### config.mk
export PLATFORM = sky130hd
export DESIGN_NAME = arc_cosine_polynomial_unit
export DESIGN_NICKNAME = d
export VERILOG_FILES = /design/src/rtl/acos_pkg.sv /design/src/rtl/arc_cosine_polynomial_unit.sv /design/src/rtl/acos_horner_cell.sv /design/src/rtl/acos_sqrt_cell.sv
export SDC_FILE = /design/constraint.sdc
export NUM_CORES = 2
export LEC_CHECK = 0
export ABC_CLOCK_PERIOD_IN_PS = 9000
export BUFFER_PORTS_ARGS = -buffer_cell sky130_fd_sc_hd__buf_2
export CORE_ASPECT_RATIO = 1.2
export CORE_MARGIN = 1
export CORE_UTILIZATION = 45
export CTS_CLUSTER_SIZE = 20
export DETAILED_ROUTE_END_ITERATION = 7
export PLACE_DENSITY_LB_ADDON = 0.1
export RECOVER_POWER = 25
export SKIP_LAST_GASP = 1
export SLEW_MARGIN = 0
export SYNTH_ARGS = -nofsm -noshare
export SYNTH_HDL_FRONTEND = slang
export SYNTH_SLANG_ARGS = --single-unit
### constraint.sdc
create_clock -name i_clk -period 9 [get_ports i_clk]
set_input_delay 1.8 -clock i_clk [delete_from_list [all_inputs] [get_ports i_clk]]
set_output_delay 1.8 -clock i_clk [all_outputs]
set_load 0.05 [all_outputs]
### src/rtl/acos_pkg.sv
// shared constants and coefficient scaling for the arc cosine polynomial unit
`default_nettype none

package acos_pkg;

    // io format is q1.14 in, q2.14 out
    localparam int IO_FRAC = 14;
    localparam int ONE_IO = 16384;

    // default internal fraction width
    localparam int FRAC_BITS_DEF = 14;

    // coefficients and pi scaled by 2^30, rounded to nearest
    localparam logic [63:0] K30_C3 = 64'd20110433;
    localparam logic [63:0] K30_C2 = 64'd79737142;
    localparam logic [63:0] K30_C1 = 64'd227756103;
    localparam logic [63:0] K30_C0 = 64'd1686557207;
    localparam logic [63:0] K30_PI = 64'd3373259426;

    // scale a 2^30 constant down to frac fraction bits, round half up
    function automatic logic [63:0] to_frac(input logic [63:0] k30, input int frac);
        int sh;
        logic [63:0] half;
        sh = 30 - frac;
        if (sh == 0) begin
            return k30;
        end
        half = 64'd1 << (sh - 1);
        return (k30 + half) >> sh;
    endfunction

endpackage

`default_nettype wire

### src/rtl/arc_cosine_polynomial_unit.sv
// top level of the arc cosine polynomial unit
//
// usage: one q1.14 cosine value enters on i_x_value with i_valid/o_ready and
// its arc cosine leaves as unsigned q2.14 radians on o_angle with
// o_valid/i_ready. a transfer happens on each edge where valid and ready meet.
// values beyond +-1.0 saturate to the bound (angle 0 or pi).
// pipeline: FRAC_BITS + 7 register stages: one input stage, three horner
// cells, FRAC_BITS + 1 square root cells (one root digit per cell), one
// product stage and one output register.
// throughput: one item per cycle while the receiver is ready, each cell holding one item.
// when the receiver stalls, each cell keeps its item and an empty cell
// further up still takes data, so the chain fills before o_ready drops.
// reset clears every valid flag; the data registers are not reset.
`default_nettype none

module arc_cosine_polynomial_unit #(
    parameter int FRAC_BITS = acos_pkg::FRAC_BITS_DEF
) (
    input  wire logic               i_clk,
    input  wire logic               i_rst_n,
    input  wire logic               i_valid,
    output logic                    o_ready,
    input  wire logic signed [15:0] i_x_value,
    output logic                    o_valid,
    input  wire logic               i_ready,
    output logic             [15:0] o_angle
);

    localparam int W  = FRAC_BITS + 1;
    localparam int N  = 2*FRAC_BITS + 2;
    localparam int NC = FRAC_BITS + 1;
    localparam int PW = W + 1;

    localparam logic [W-1:0]   ONE  = W'(1) << FRAC_BITS;
    localparam logic [W-1:0]   C3   = W'(acos_pkg::to_frac(acos_pkg::K30_C3, FRAC_BITS));
    localparam logic [W:0]     PI   = (W+1)'(acos_pkg::to_frac(acos_pkg::K30_PI, FRAC_BITS));
    localparam logic [2*W:0]   HALF = (2*W+1)'(1) << (FRAC_BITS - 1);

    // ---------------- input stage ----------------
    logic           r_s0_valid;
    logic [W-1:0]   r_s0_a;
    logic           r_s0_neg;
    logic           w_s0_take;

    logic [15:0]    w_mag16;
    logic [14:0]    w_mag15;
    logic [W-1:0]   n_s0_a;

    // magnitude with saturation at 1.0
    assign w_mag16 = i_x_value[15] ? (~i_x_value + 16'd1) : i_x_value;
    assign w_mag15 = (w_mag16 > 16'(acos_pkg::ONE_IO)) ? 15'(acos_pkg::ONE_IO)
                                                         : w_mag16[14:0];

    // move magnitude to the internal fraction width
    generate
        if (FRAC_BITS > acos_pkg::IO_FRAC) begin : g_widen
            assign n_s0_a = {w_mag15, {(FRAC_BITS - acos_pkg::IO_FRAC){1'b0}}};
        end else if (FRAC_BITS == acos_pkg::IO_FRAC) begin : g_same
            assign n_s0_a = w_mag15;
        end else begin : g_narrow
            assign n_s0_a = w_mag15[14:acos_pkg::IO_FRAC-FRAC_BITS];
        end
    endgenerate

    logic           h_ready [3];
    logic           h_valid [3];
    logic [W-1:0]   h_acc   [3];
    logic [W-1:0]   h_a     [3];
    logic           h_neg   [3];

    assign w_s0_take = !r_s0_valid || h_ready[0];
    assign o_ready   = w_s0_take;

    // input register
    always_ff @(posedge i_clk) begin
        if (!i_rst_n) begin
            r_s0_valid <= 1'b0;
        end else if (w_s0_take) begin
            r_s0_valid <= i_valid;
        end
        if (w_s0_take && i_valid) begin
            r_s0_a   <= n_s0_a;
            r_s0_neg <= i_x_value[15];
        end
    end

    // ---------------- horner cells ----------------
    logic w_sq_ready [NC];

    acos_horner_cell #(
        .FRAC_BITS (FRAC_BITS),
        .K30       (acos_pkg::K30_C2)
    ) u_horner_c2 (
        .i_clk   (i_clk),
        .i_rst_n (i_rst_n),
        .i_valid (r_s0_valid),
        .o_ready (h_ready[0]),
        .i_coef  (C3),
        .i_a     (r_s0_a),
        .i_neg   (r_s0_neg),
        .o_valid (h_valid[0]),
        .i_ready (h_ready[1]),
        .o_acc   (h_acc[0]),
        .o_a     (h_a[0]),
        .o_neg   (h_neg[0])
    );

    acos_horner_cell #(
        .FRAC_BITS (FRAC_BITS),
        .K30       (acos_pkg::K30_C1)
    ) u_horner_c1 (
        .i_clk   (i_clk),
        .i_rst_n (i_rst_n),
        .i_valid (h_valid[0]),
        .o_ready (h_ready[1]),
        .i_coef  (h_acc[0]),
        .i_a     (h_a[0]),
        .i_neg   (h_neg[0]),
        .o_valid (h_valid[1]),
        .i_ready (h_ready[2]),
        .o_acc   (h_acc[1]),
        .o_a     (h_a[1]),
        .o_neg   (h_neg[1])
    );

    acos_horner_cell #(
        .FRAC_BITS (FRAC_BITS),
        .K30       (acos_pkg::K30_C0)
    ) u_horner_c0 (
        .i_clk   (i_clk),
        .i_rst_n (i_rst_n),
        .i_valid (h_valid[1]),
        .o_ready (h_ready[2]),
        .i_coef  (h_acc[1]),
        .i_a     (h_a[1]),
        .i_neg   (h_neg[1]),
        .o_valid (h_valid[2]),
        .i_ready (w_sq_ready[0]),
        .o_acc   (h_acc[2]),
        .o_a     (h_a[2]),
        .o_neg   (h_neg[2])
    );

    // ---------------- square root chain ----------------
    logic           w_sq_valid [NC+1];
    logic [N-1:0]   w_sq_rem   [NC+1];
    logic [N-1:0]   w_sq_root  [NC+1];
    logic [PW-1:0]  w_sq_pay   [NC+1];
    logic [W-1:0]   w_diff;
    logic           w_pr_take;

    // radicand (1 - a) << frac, payload carries sign and polynomial value
    assign w_diff        = ONE - h_a[2];
    assign w_sq_valid[0] = h_valid[2];
    assign w_sq_rem[0]   = {1'b0, w_diff, {FRAC_BITS{1'b0}}};
    assign w_sq_root[0]  = '0;
    assign w_sq_pay[0]   = {h_neg[2], h_acc[2]};

    genvar j;
    generate
        for (j = 0; j < NC; j++) begin : g_sqrt
            logic w_next_ready;
            if (j == NC - 1) begin : g_last
                assign w_next_ready = w_pr_take;
            end else begin : g_mid
                assign w_next_ready = w_sq_ready[j+1];
            end

            acos_sqrt_cell #(
                .FRAC_BITS (FRAC_BITS),
                .STEP      (FRAC_BITS - j),
                .PW        (PW)
            ) u_cell (
                .i_clk   (i_clk),
                .i_rst_n (i_rst_n),
                .i_valid (w_sq_valid[j]),
                .o_ready (w_sq_ready[j]),
                .i_rem   (w_sq_rem[j]),
                .i_root  (w_sq_root[j]),
                .i_pay   (w_sq_pay[j]),
                .o_valid (w_sq_valid[j+1]),
                .i_ready (w_next_ready),
                .o_rem   (w_sq_rem[j+1]),
                .o_root  (w_sq_root[j+1]),
                .o_pay   (w_sq_pay[j+1])
            );
        end
    endgenerate

    // ---------------- product stage ----------------
    logic           r_pr_valid;
    logic [W-1:0]   r_pr_r;
    logic           r_pr_neg;

    logic [W-1:0]   w_root;
    logic [W-1:0]   w_poly;
    logic [2*W-1:0] w_prod;
    logic [2*W:0]   w_psum;
    logic [W-1:0]   n_pr_r;
    logic           w_out_take;

    // polynomial times square root, rounded
    assign w_root = w_sq_root[NC][W-1:0];
    assign w_poly = w_sq_pay[NC][W-1:0];
    assign w_prod = w_poly * w_root;
    assign w_psum = {1'b0, w_prod} + HALF;
    assign n_pr_r = w_psum[FRAC_BITS+W-1:FRAC_BITS];

    assign w_pr_take = !r_pr_valid || w_out_take;

    always_ff @(posedge i_clk) begin
        if (!i_rst_n) begin
            r_pr_valid <= 1'b0;
        end else if (w_pr_take) begin
            r_pr_valid <= w_sq_valid[NC];
        end
        if (w_pr_take && w_sq_valid[NC]) begin
            r_pr_r   <= n_pr_r;
            r_pr_neg <= w_sq_pay[NC][PW-1];
        end
    end

    // ---------------- output stage ----------------
    logic           r_out_valid;
    logic [15:0]    r_angle;
    logic [W:0]     w_refl;
    logic [15:0]    n_angle;

    // reflect negative inputs to pi minus the angle
    assign w_refl = r_pr_neg ? (PI - {1'b0, r_pr_r}) : {1'b0, r_pr_r};

    // back to q2.14
    generate
        if (FRAC_BITS > acos_pkg::IO_FRAC) begin : g_round
            localparam int SH = FRAC_BITS - acos_pkg::IO_FRAC;
            logic [W+1:0] w_rsum;
            assign w_rsum  = {1'b0, w_refl} + ((W+2)'(1) << (SH - 1));
            assign n_angle = w_rsum[SH+15:SH];
        end else if (FRAC_BITS == acos_pkg::IO_FRAC) begin : g_keep
            assign n_angle = w_refl;
        end else begin : g_shift
            assign n_angle = {w_refl, {(acos_pkg::IO_FRAC - FRAC_BITS){1'b0}}};
        end
    endgenerate

    assign w_out_take = !r_out_valid || i_ready;

    always_ff @(posedge i_clk) begin
        if (!i_rst_n) begin
            r_out_valid <= 1'b0;
        end else if (w_out_take) begin
            r_out_valid <= r_pr_valid;
        end
        if (w_out_take && r_pr_valid) begin
            r_angle <= n_angle;
        end
    end

    assign o_valid = r_out_valid;
    assign o_angle = r_angle;

`ifndef SYNTH
    // an input transfer always lands in the input register
    a_in_lands: assert property (@(posedge i_clk) disable iff (!i_rst_n)
        (i_valid && o_ready) |=> r_s0_valid)
        else $error("input transfer lost at input stage");

    // saturated magnitude never exceeds one
    a_mag_sat: assert property (@(posedge i_clk) disable iff (!i_rst_n)
        r_s0_valid |-> (r_s0_a <= ONE))
        else $error("magnitude above one after saturation");

    // square root of a value at most one is at most one
    a_root_range: assert property (@(posedge i_clk) disable iff (!i_rst_n)
        w_sq_valid[NC] |-> (w_sq_root[NC] <= N'(ONE)))
        else $error("square root out of range");

    // a blocked output keeps the product stage occupied
    a_pr_held: assert property (@(posedge i_clk) disable iff (!i_rst_n)
        (r_out_valid && !i_ready && r_pr_valid) |=> (r_pr_valid && $stable(r_pr_r)))
        else $error("product stage changed under stall");
`endif

endmodule

`default_nettype wire

### src/rtl/acos_horner_cell.sv
// one horner step: acc = k - round(coef * a), with its own pipeline register
`default_nettype none

module acos_horner_cell #(
    parameter int          FRAC_BITS = acos_pkg::FRAC_BITS_DEF,
    parameter logic [63:0] K30       = acos_pkg::K30_C2
) (
    input  wire logic                 i_clk,
    input  wire logic                 i_rst_n,
    input  wire logic                 i_valid,
    output logic                      o_ready,
    input  wire logic [FRAC_BITS:0]   i_coef,
    input  wire logic [FRAC_BITS:0]   i_a,
    input  wire logic                 i_neg,
    output logic                      o_valid,
    input  wire logic                 i_ready,
    output logic      [FRAC_BITS:0]   o_acc,
    output logic      [FRAC_BITS:0]   o_a,
    output logic                      o_neg
);

    localparam int W = FRAC_BITS + 1;
    localparam logic [W-1:0]   K    = W'(acos_pkg::to_frac(K30, FRAC_BITS));
    localparam logic [2*W:0]   HALF = (2*W+1)'(1) << (FRAC_BITS - 1);

    logic             r_valid;
    logic [W-1:0]     r_acc;
    logic [W-1:0]     r_a;
    logic             r_neg;

    logic [2*W-1:0]   w_prod;
    logic [2*W:0]     w_sum;
    logic [W-1:0]     w_q;
    logic [W-1:0]     n_acc;

    // rounded fixed-point product and subtract from the coefficient
    assign w_prod = i_coef * i_a;
    assign w_sum  = {1'b0, w_prod} + HALF;
    assign w_q    = w_sum[FRAC_BITS+W-1:FRAC_BITS];
    assign n_acc  = K - w_q;

    // cell takes a new transfer when empty or when its content moves on
    assign o_ready = !r_valid || i_ready;

    // pipeline register
    always_ff @(posedge i_clk) begin
        if (!i_rst_n) begin
            r_valid <= 1'b0;
        end else if (o_ready) begin
            r_valid <= i_valid;
        end
        if (o_ready && i_valid) begin
            r_acc <= n_acc;
            r_a   <= i_a;
            r_neg <= i_neg;
        end
    end

    assign o_valid = r_valid;
    assign o_acc   = r_acc;
    assign o_a     = r_a;
    assign o_neg   = r_neg;

endmodule

`default_nettype wire

### src/rtl/acos_sqrt_cell.sv
// one digit of the restoring integer square root, with a side payload carried along
`default_nettype none

module acos_sqrt_cell #(
    parameter int FRAC_BITS = acos_pkg::FRAC_BITS_DEF,
    parameter int STEP      = 0,
    parameter int PW        = 16
) (
    input  wire logic                      i_clk,
    input  wire logic                      i_rst_n,
    input  wire logic                      i_valid,
    output logic                           o_ready,
    input  wire logic [2*FRAC_BITS+1:0]    i_rem,
    input  wire logic [2*FRAC_BITS+1:0]    i_root,
    input  wire logic [PW-1:0]             i_pay,
    output logic                           o_valid,
    input  wire logic                      i_ready,
    output logic      [2*FRAC_BITS+1:0]    o_rem,
    output logic      [2*FRAC_BITS+1:0]    o_root,
    output logic      [PW-1:0]             o_pay
);

    localparam int N = 2*FRAC_BITS + 2;
    localparam logic [N-1:0] BIT = N'(1) << (2*STEP);

    logic           r_valid;
    logic [N-1:0]   r_rem;
    logic [N-1:0]   r_root;
    logic [PW-1:0]  r_pay;

    logic [N-1:0]   w_trial;
    logic           w_ge;
    logic [N-1:0]   n_rem;
    logic [N-1:0]   n_root;

    // trial subtract of the current root digit
    assign w_trial = i_root + BIT;
    assign w_ge    = (i_rem >= w_trial);
    assign n_rem   = w_ge ? (i_rem - w_trial) : i_rem;
    assign n_root  = w_ge ? ((i_root >> 1) + BIT) : (i_root >> 1);

    assign o_ready = !r_valid || i_ready;

    // pipeline register
    always_ff @(posedge i_clk) begin
        if (!i_rst_n) begin
            r_valid <= 1'b0;
        end else if (o_ready) begin
            r_valid <= i_valid;
        end
        if (o_ready && i_valid) begin
            r_rem  <= n_rem;
            r_root <= n_root;
            r_pay  <= i_pay;
        end
    end

    assign o_valid = r_valid;
    assign o_rem   = r_rem;
    assign o_root  = r_root;
    assign o_pay   = r_pay;

endmodule

`default_nettype wire
==> impl_results.md <==
* CTS HTree Levels at 3
* Synth Register Bits at ~800
* Post-synthesis cell type count at between 80 and 90
* CTS Hold Bufs at 0
* Post-synth top area cell: edfxtp_1
* R2r startpoint: u_horner_c2.o_a[5]$_DFFE_PP_
* Share of the synthesized area in the top cell type at around two fifths
* CP Launch Type: register
* Synthesized area per cell at ~11 sq um
* Routability Congestion at between 0.8 and 0.9
* Routed Antenna Nets at 0
* Reg2reg end: u_horner_c1.o_acc[14]$_DFFE_PP_
* Setup CP Type: reg2reg
* Initial Util at between 40% and 50%
* GRT Total Usage at around 18%
* Vias in the first global route at around 35000
* Cell Area, Synth at 56300 sq um
* Die H at between 300 and 400 um
* Critical Path End: u_horner_c1.o_acc[14]$_DFFE_PP_
* Buffers on Ports at 37
* Post-CTS resize count at 0
* Prevailing post-synth register cell: edfxtp_1
* Layout cells sized above 1 at between 5 and 6%
* Fmax at roughly 0.13 GHz
* Die footprint at 127000 sq um
* First drt pass iteration count at 5
* Commonest non-fill, non-tap cells in the layout: 851 x inv_1, 761 x edfxtp_1, 563 x nand2_1
* Fill count at between 10000 and 15000
* Clk Latency, worst-skew pair at between 600 and 700 ps
* CP Capture Type: register
* Max Root-Sink Buffers at 3
* Critical Path RT at about 9400 ps
* Detailed Place HPWL at between 80 and 90 mm
* Final net count at 5987
* WL final at between 100 and 150 mm
* Total clock sinks at approximately 780
* Max-cap viol count at 0
* Outcome: finished, final reports clean
* TNS Setup at 0 ps
* Post-Synthesis Cells at between 4000 and 5000
* Final Setup Violations at 0
* Fin area at ~60000 sq um
* Vias per cell at 4.98
* CTS tree: done
* Post-synth EDFFs at approximately 760
* Endpoint arrival time on the critical path at ~8200 ps
* Worst hold slack at 393 ps
* Commonest non-fill, non-tap cell in the layout: inv_1
* Critical Path Start: u_horner_c2.o_a[5]$_DFFE_PP_
* I/O Pins at 38
* Fin crit share at a little under nine tenths
* Congestion Overflow GR at 0
* Register Area at 23300 sq um
* Core ar. at around 120000 sq um
* Num rows at around 140
* DRC viols at 0
* Synth Warn # at 0
* Pin count of the biggest net entering global routing at 58
* Area contributors post-synth: edfxtp_1 41%, fa_1 19%, ha_1 10%, inv_1 5.7%, nand2_1 3.8%
* Worst Hold Class: reg2reg
* Worst-path fanout max at 16
* Sequential fraction of the synthesis area at between 40% and 50%
* Root Driver: clkbuf_16
* DR WL/cell at between 15 and 20 um
* Antenna fix cells at 0
* RSZ-0062 raised after global routing: false
* FFs w/ async S/R, synth at 0%
* Max Clock Skew at roughly 47 ps
* Die Width at ~330 um
* Slew HR at roughly 25%
* Post-layout min period at 7750 ps
* Max Slew Vio Count at 0
* First-pass GRT wire length at ~180 mm
* DRT iter0 DRCs at 1461
* Clock Pin Slew Worst Setup and Hold Paths at about 60 ps
* CTS buffer count at 86
* Post-CTS setup repair buffer count at 0
* Syn-to-layout area delta at 8.89%
* Reg2Reg Depth at 25
* Initial antenna violation count at 1
* Via count at ~33000
* Placed inst area at 58400 sq um
* Pin slew with the least headroom to its limit at between 1000 and 1500 ps
* Multi-input gate area at between 20000 and 30000 sq um
* Register-to-Register Setup Slack at between 1000 and 1500 ps
* Final Hold Viols at 0
[critical path, cell delays in order, from the launching register on]
cell	delay, ps
edfxtp_1	610
and2_1	290
fa_1	530
inv_1	50
fa_1	490
fa_1	530
inv_1	50
fa_1	460
fa_1	550
inv_1	50
fa_1	520
inv_1	40
ha_1	320
a211o_1	310
a2111o_1	460
a211oi_1	370
nor3_1	140
or2_2	320
ha_1	190
inv_1	110
a211oi_2	110
o22ai_1	260
nand2_1	170
a221oi_1	340
a211oi_2	80
xnor2_1	130
[through the flow]
| stage | setup WS, ps | instances | utilization (%) |
|---|---|---|---|
| 2_1_floorplan | 1900 | 4929 | - |
| 3_3_place_gp | 1280 | 6511 | 47.2 |
| 3_5_place_dp | 1230 | 6511 | 47.2 |
| 4_1_cts | 1220 | 6666 | 49.6 |
| 5_1_grt | 851 | 6666 | 49.6 |
| 6_report | 1250 | 6666 | 49.6 |
[metal layers]
layer	GRT usage [%]	share of wire (%)	up-vias
li1	-	-	16200
met1	20.1	40	16500
met2	33.9	55	327
met3	2.31	2.5	156
met4	6.10	2.9	2
met5	0	0.012	-
[cells in the mapped netlist, types with 6 or more instances]
| master | count |
|---|---|
| inv_1 | 851 |
| edfxtp_1 | 761 |
| nand2_1 | 563 |
| fa_1 | 540 |
| ha_1 | 472 |
| and2_1 | 284 |
| xnor2_1 | 164 |
| nor2_1 | 160 |
| a21oi_1 | 130 |
| o21ai_0 | 115 |
| clkbuf_1 | 110 |
| xor2_1 | 108 |
| nor3_1 | 82 |
| a21o_1 | 59 |
| nor2b_1 | 50 |
| o21a_1 | 43 |
| nand2b_1 | 42 |
| o21bai_1 | 33 |
| nand3_1 | 29 |
| nor4_1 | 24 |
| or3_1 | 23 |
| dfxtp_1 | 21 |
| and3_1 | 16 |
| nand4_1 | 16 |
| or2_2 | 15 |
| a211oi_1 | 14 |
| mux2_2 | 12 |
| nor3b_1 | 12 |
| a31oi_1 | 10 |
| mux2i_1 | 9 |
| o211ai_1 | 9 |
| or4_1 | 9 |
| o31ai_1 | 7 |
| a211o_1 | 6 |
| a21boi_0 | 6 |
| a31o_2 | 6 |
| o211a_1 | 6 |
| o21ai_1 | 6 |
[how the worst min path moves through the flow]
stage	from	endpoint	slack, ps	cells past startpoint
5_1_grt	g_sqrt[7].u_cell.o_pay[1]$_DFFE_PP_	g_sqrt[8].u_cell.o_pay[1]$_DFFE_PP_	390	0
4_1_cts	g_sqrt[6].u_cell.o_pay[15]$_DFFE_PP_	g_sqrt[7].u_cell.o_pay[15]$_DFFE_PP_	390	0
6_report	g_sqrt[6].u_cell.o_pay[15]$_DFFE_PP_	g_sqrt[7].u_cell.o_pay[15]$_DFFE_PP_	390	0
2_1_floorplan	u_horner_c0.o_acc[0]$_DFFE_PP_	g_sqrt[0].u_cell.o_pay[0]$_DFFE_PP_	400	0
3_3_place_gp	g_sqrt[5].u_cell.o_pay[14]$_DFFE_PP_	g_sqrt[6].u_cell.o_pay[14]$_DFFE_PP_	400	0
3_5_place_dp	g_sqrt[11].u_cell.o_pay[10]$_DFFE_PP_	g_sqrt[12].u_cell.o_pay[10]$_DFFE_PP_	400	0
[cell families (layout without fill, tap and decap cells)]
| group | after synthesis | in the layout | synth area share (%) |
|---|---|---|---|
| AND/OR/NAND/NOR | 1353 | 1353 | 11.8 |
| adder cells (fa/ha/maj) | 1012 | 1012 | 29.7 |
| buffers and inverters | 971 | 1064 | 6.49 |
| flip-flops | 782 | 782 | 41.3 |
| AO/OA/AOI/OAI | 513 | 513 | 6.05 |
| XOR/XNOR | 275 | 275 | 4.31 |
| multiplexers | 21 | 21 | 0.400 |
| other | 1 | 2 | 0.00666 |
[final cells by class]
type	count	area share [%]
clock buffers	97	3.63
clock inverters	58	1.18
inverters	851	5.21
multi-input cells	3176	48.1
flip-flops and latches	782	37.9
well taps	1644	3.35
repair buffers	58	0.559
[sequential cells by signal, indices dropped and copies added, names as in the netlist, 15 cells and up]
signal / count
u_horner_c1.o_a: 15
u_horner_c1.o_acc: 15
g_sqrt.u_cell.o_rem: 260
o_angle: 16
u_horner_c0.o_a: 15
g_sqrt.u_cell.o_pay: 240
u_horner_c0.o_acc: 15
g_sqrt.u_cell.o_root: 120
u_horner_c2.o_acc: 15
r_pr_r: 15
u_horner_c2.o_a: 15
r_s0_a: 15
g_sqrt.u_cell.o_valid: 15
Power is not shown: default switching activity piles up to over one toggle a cycle in this logic, so the estimate is an artifact.
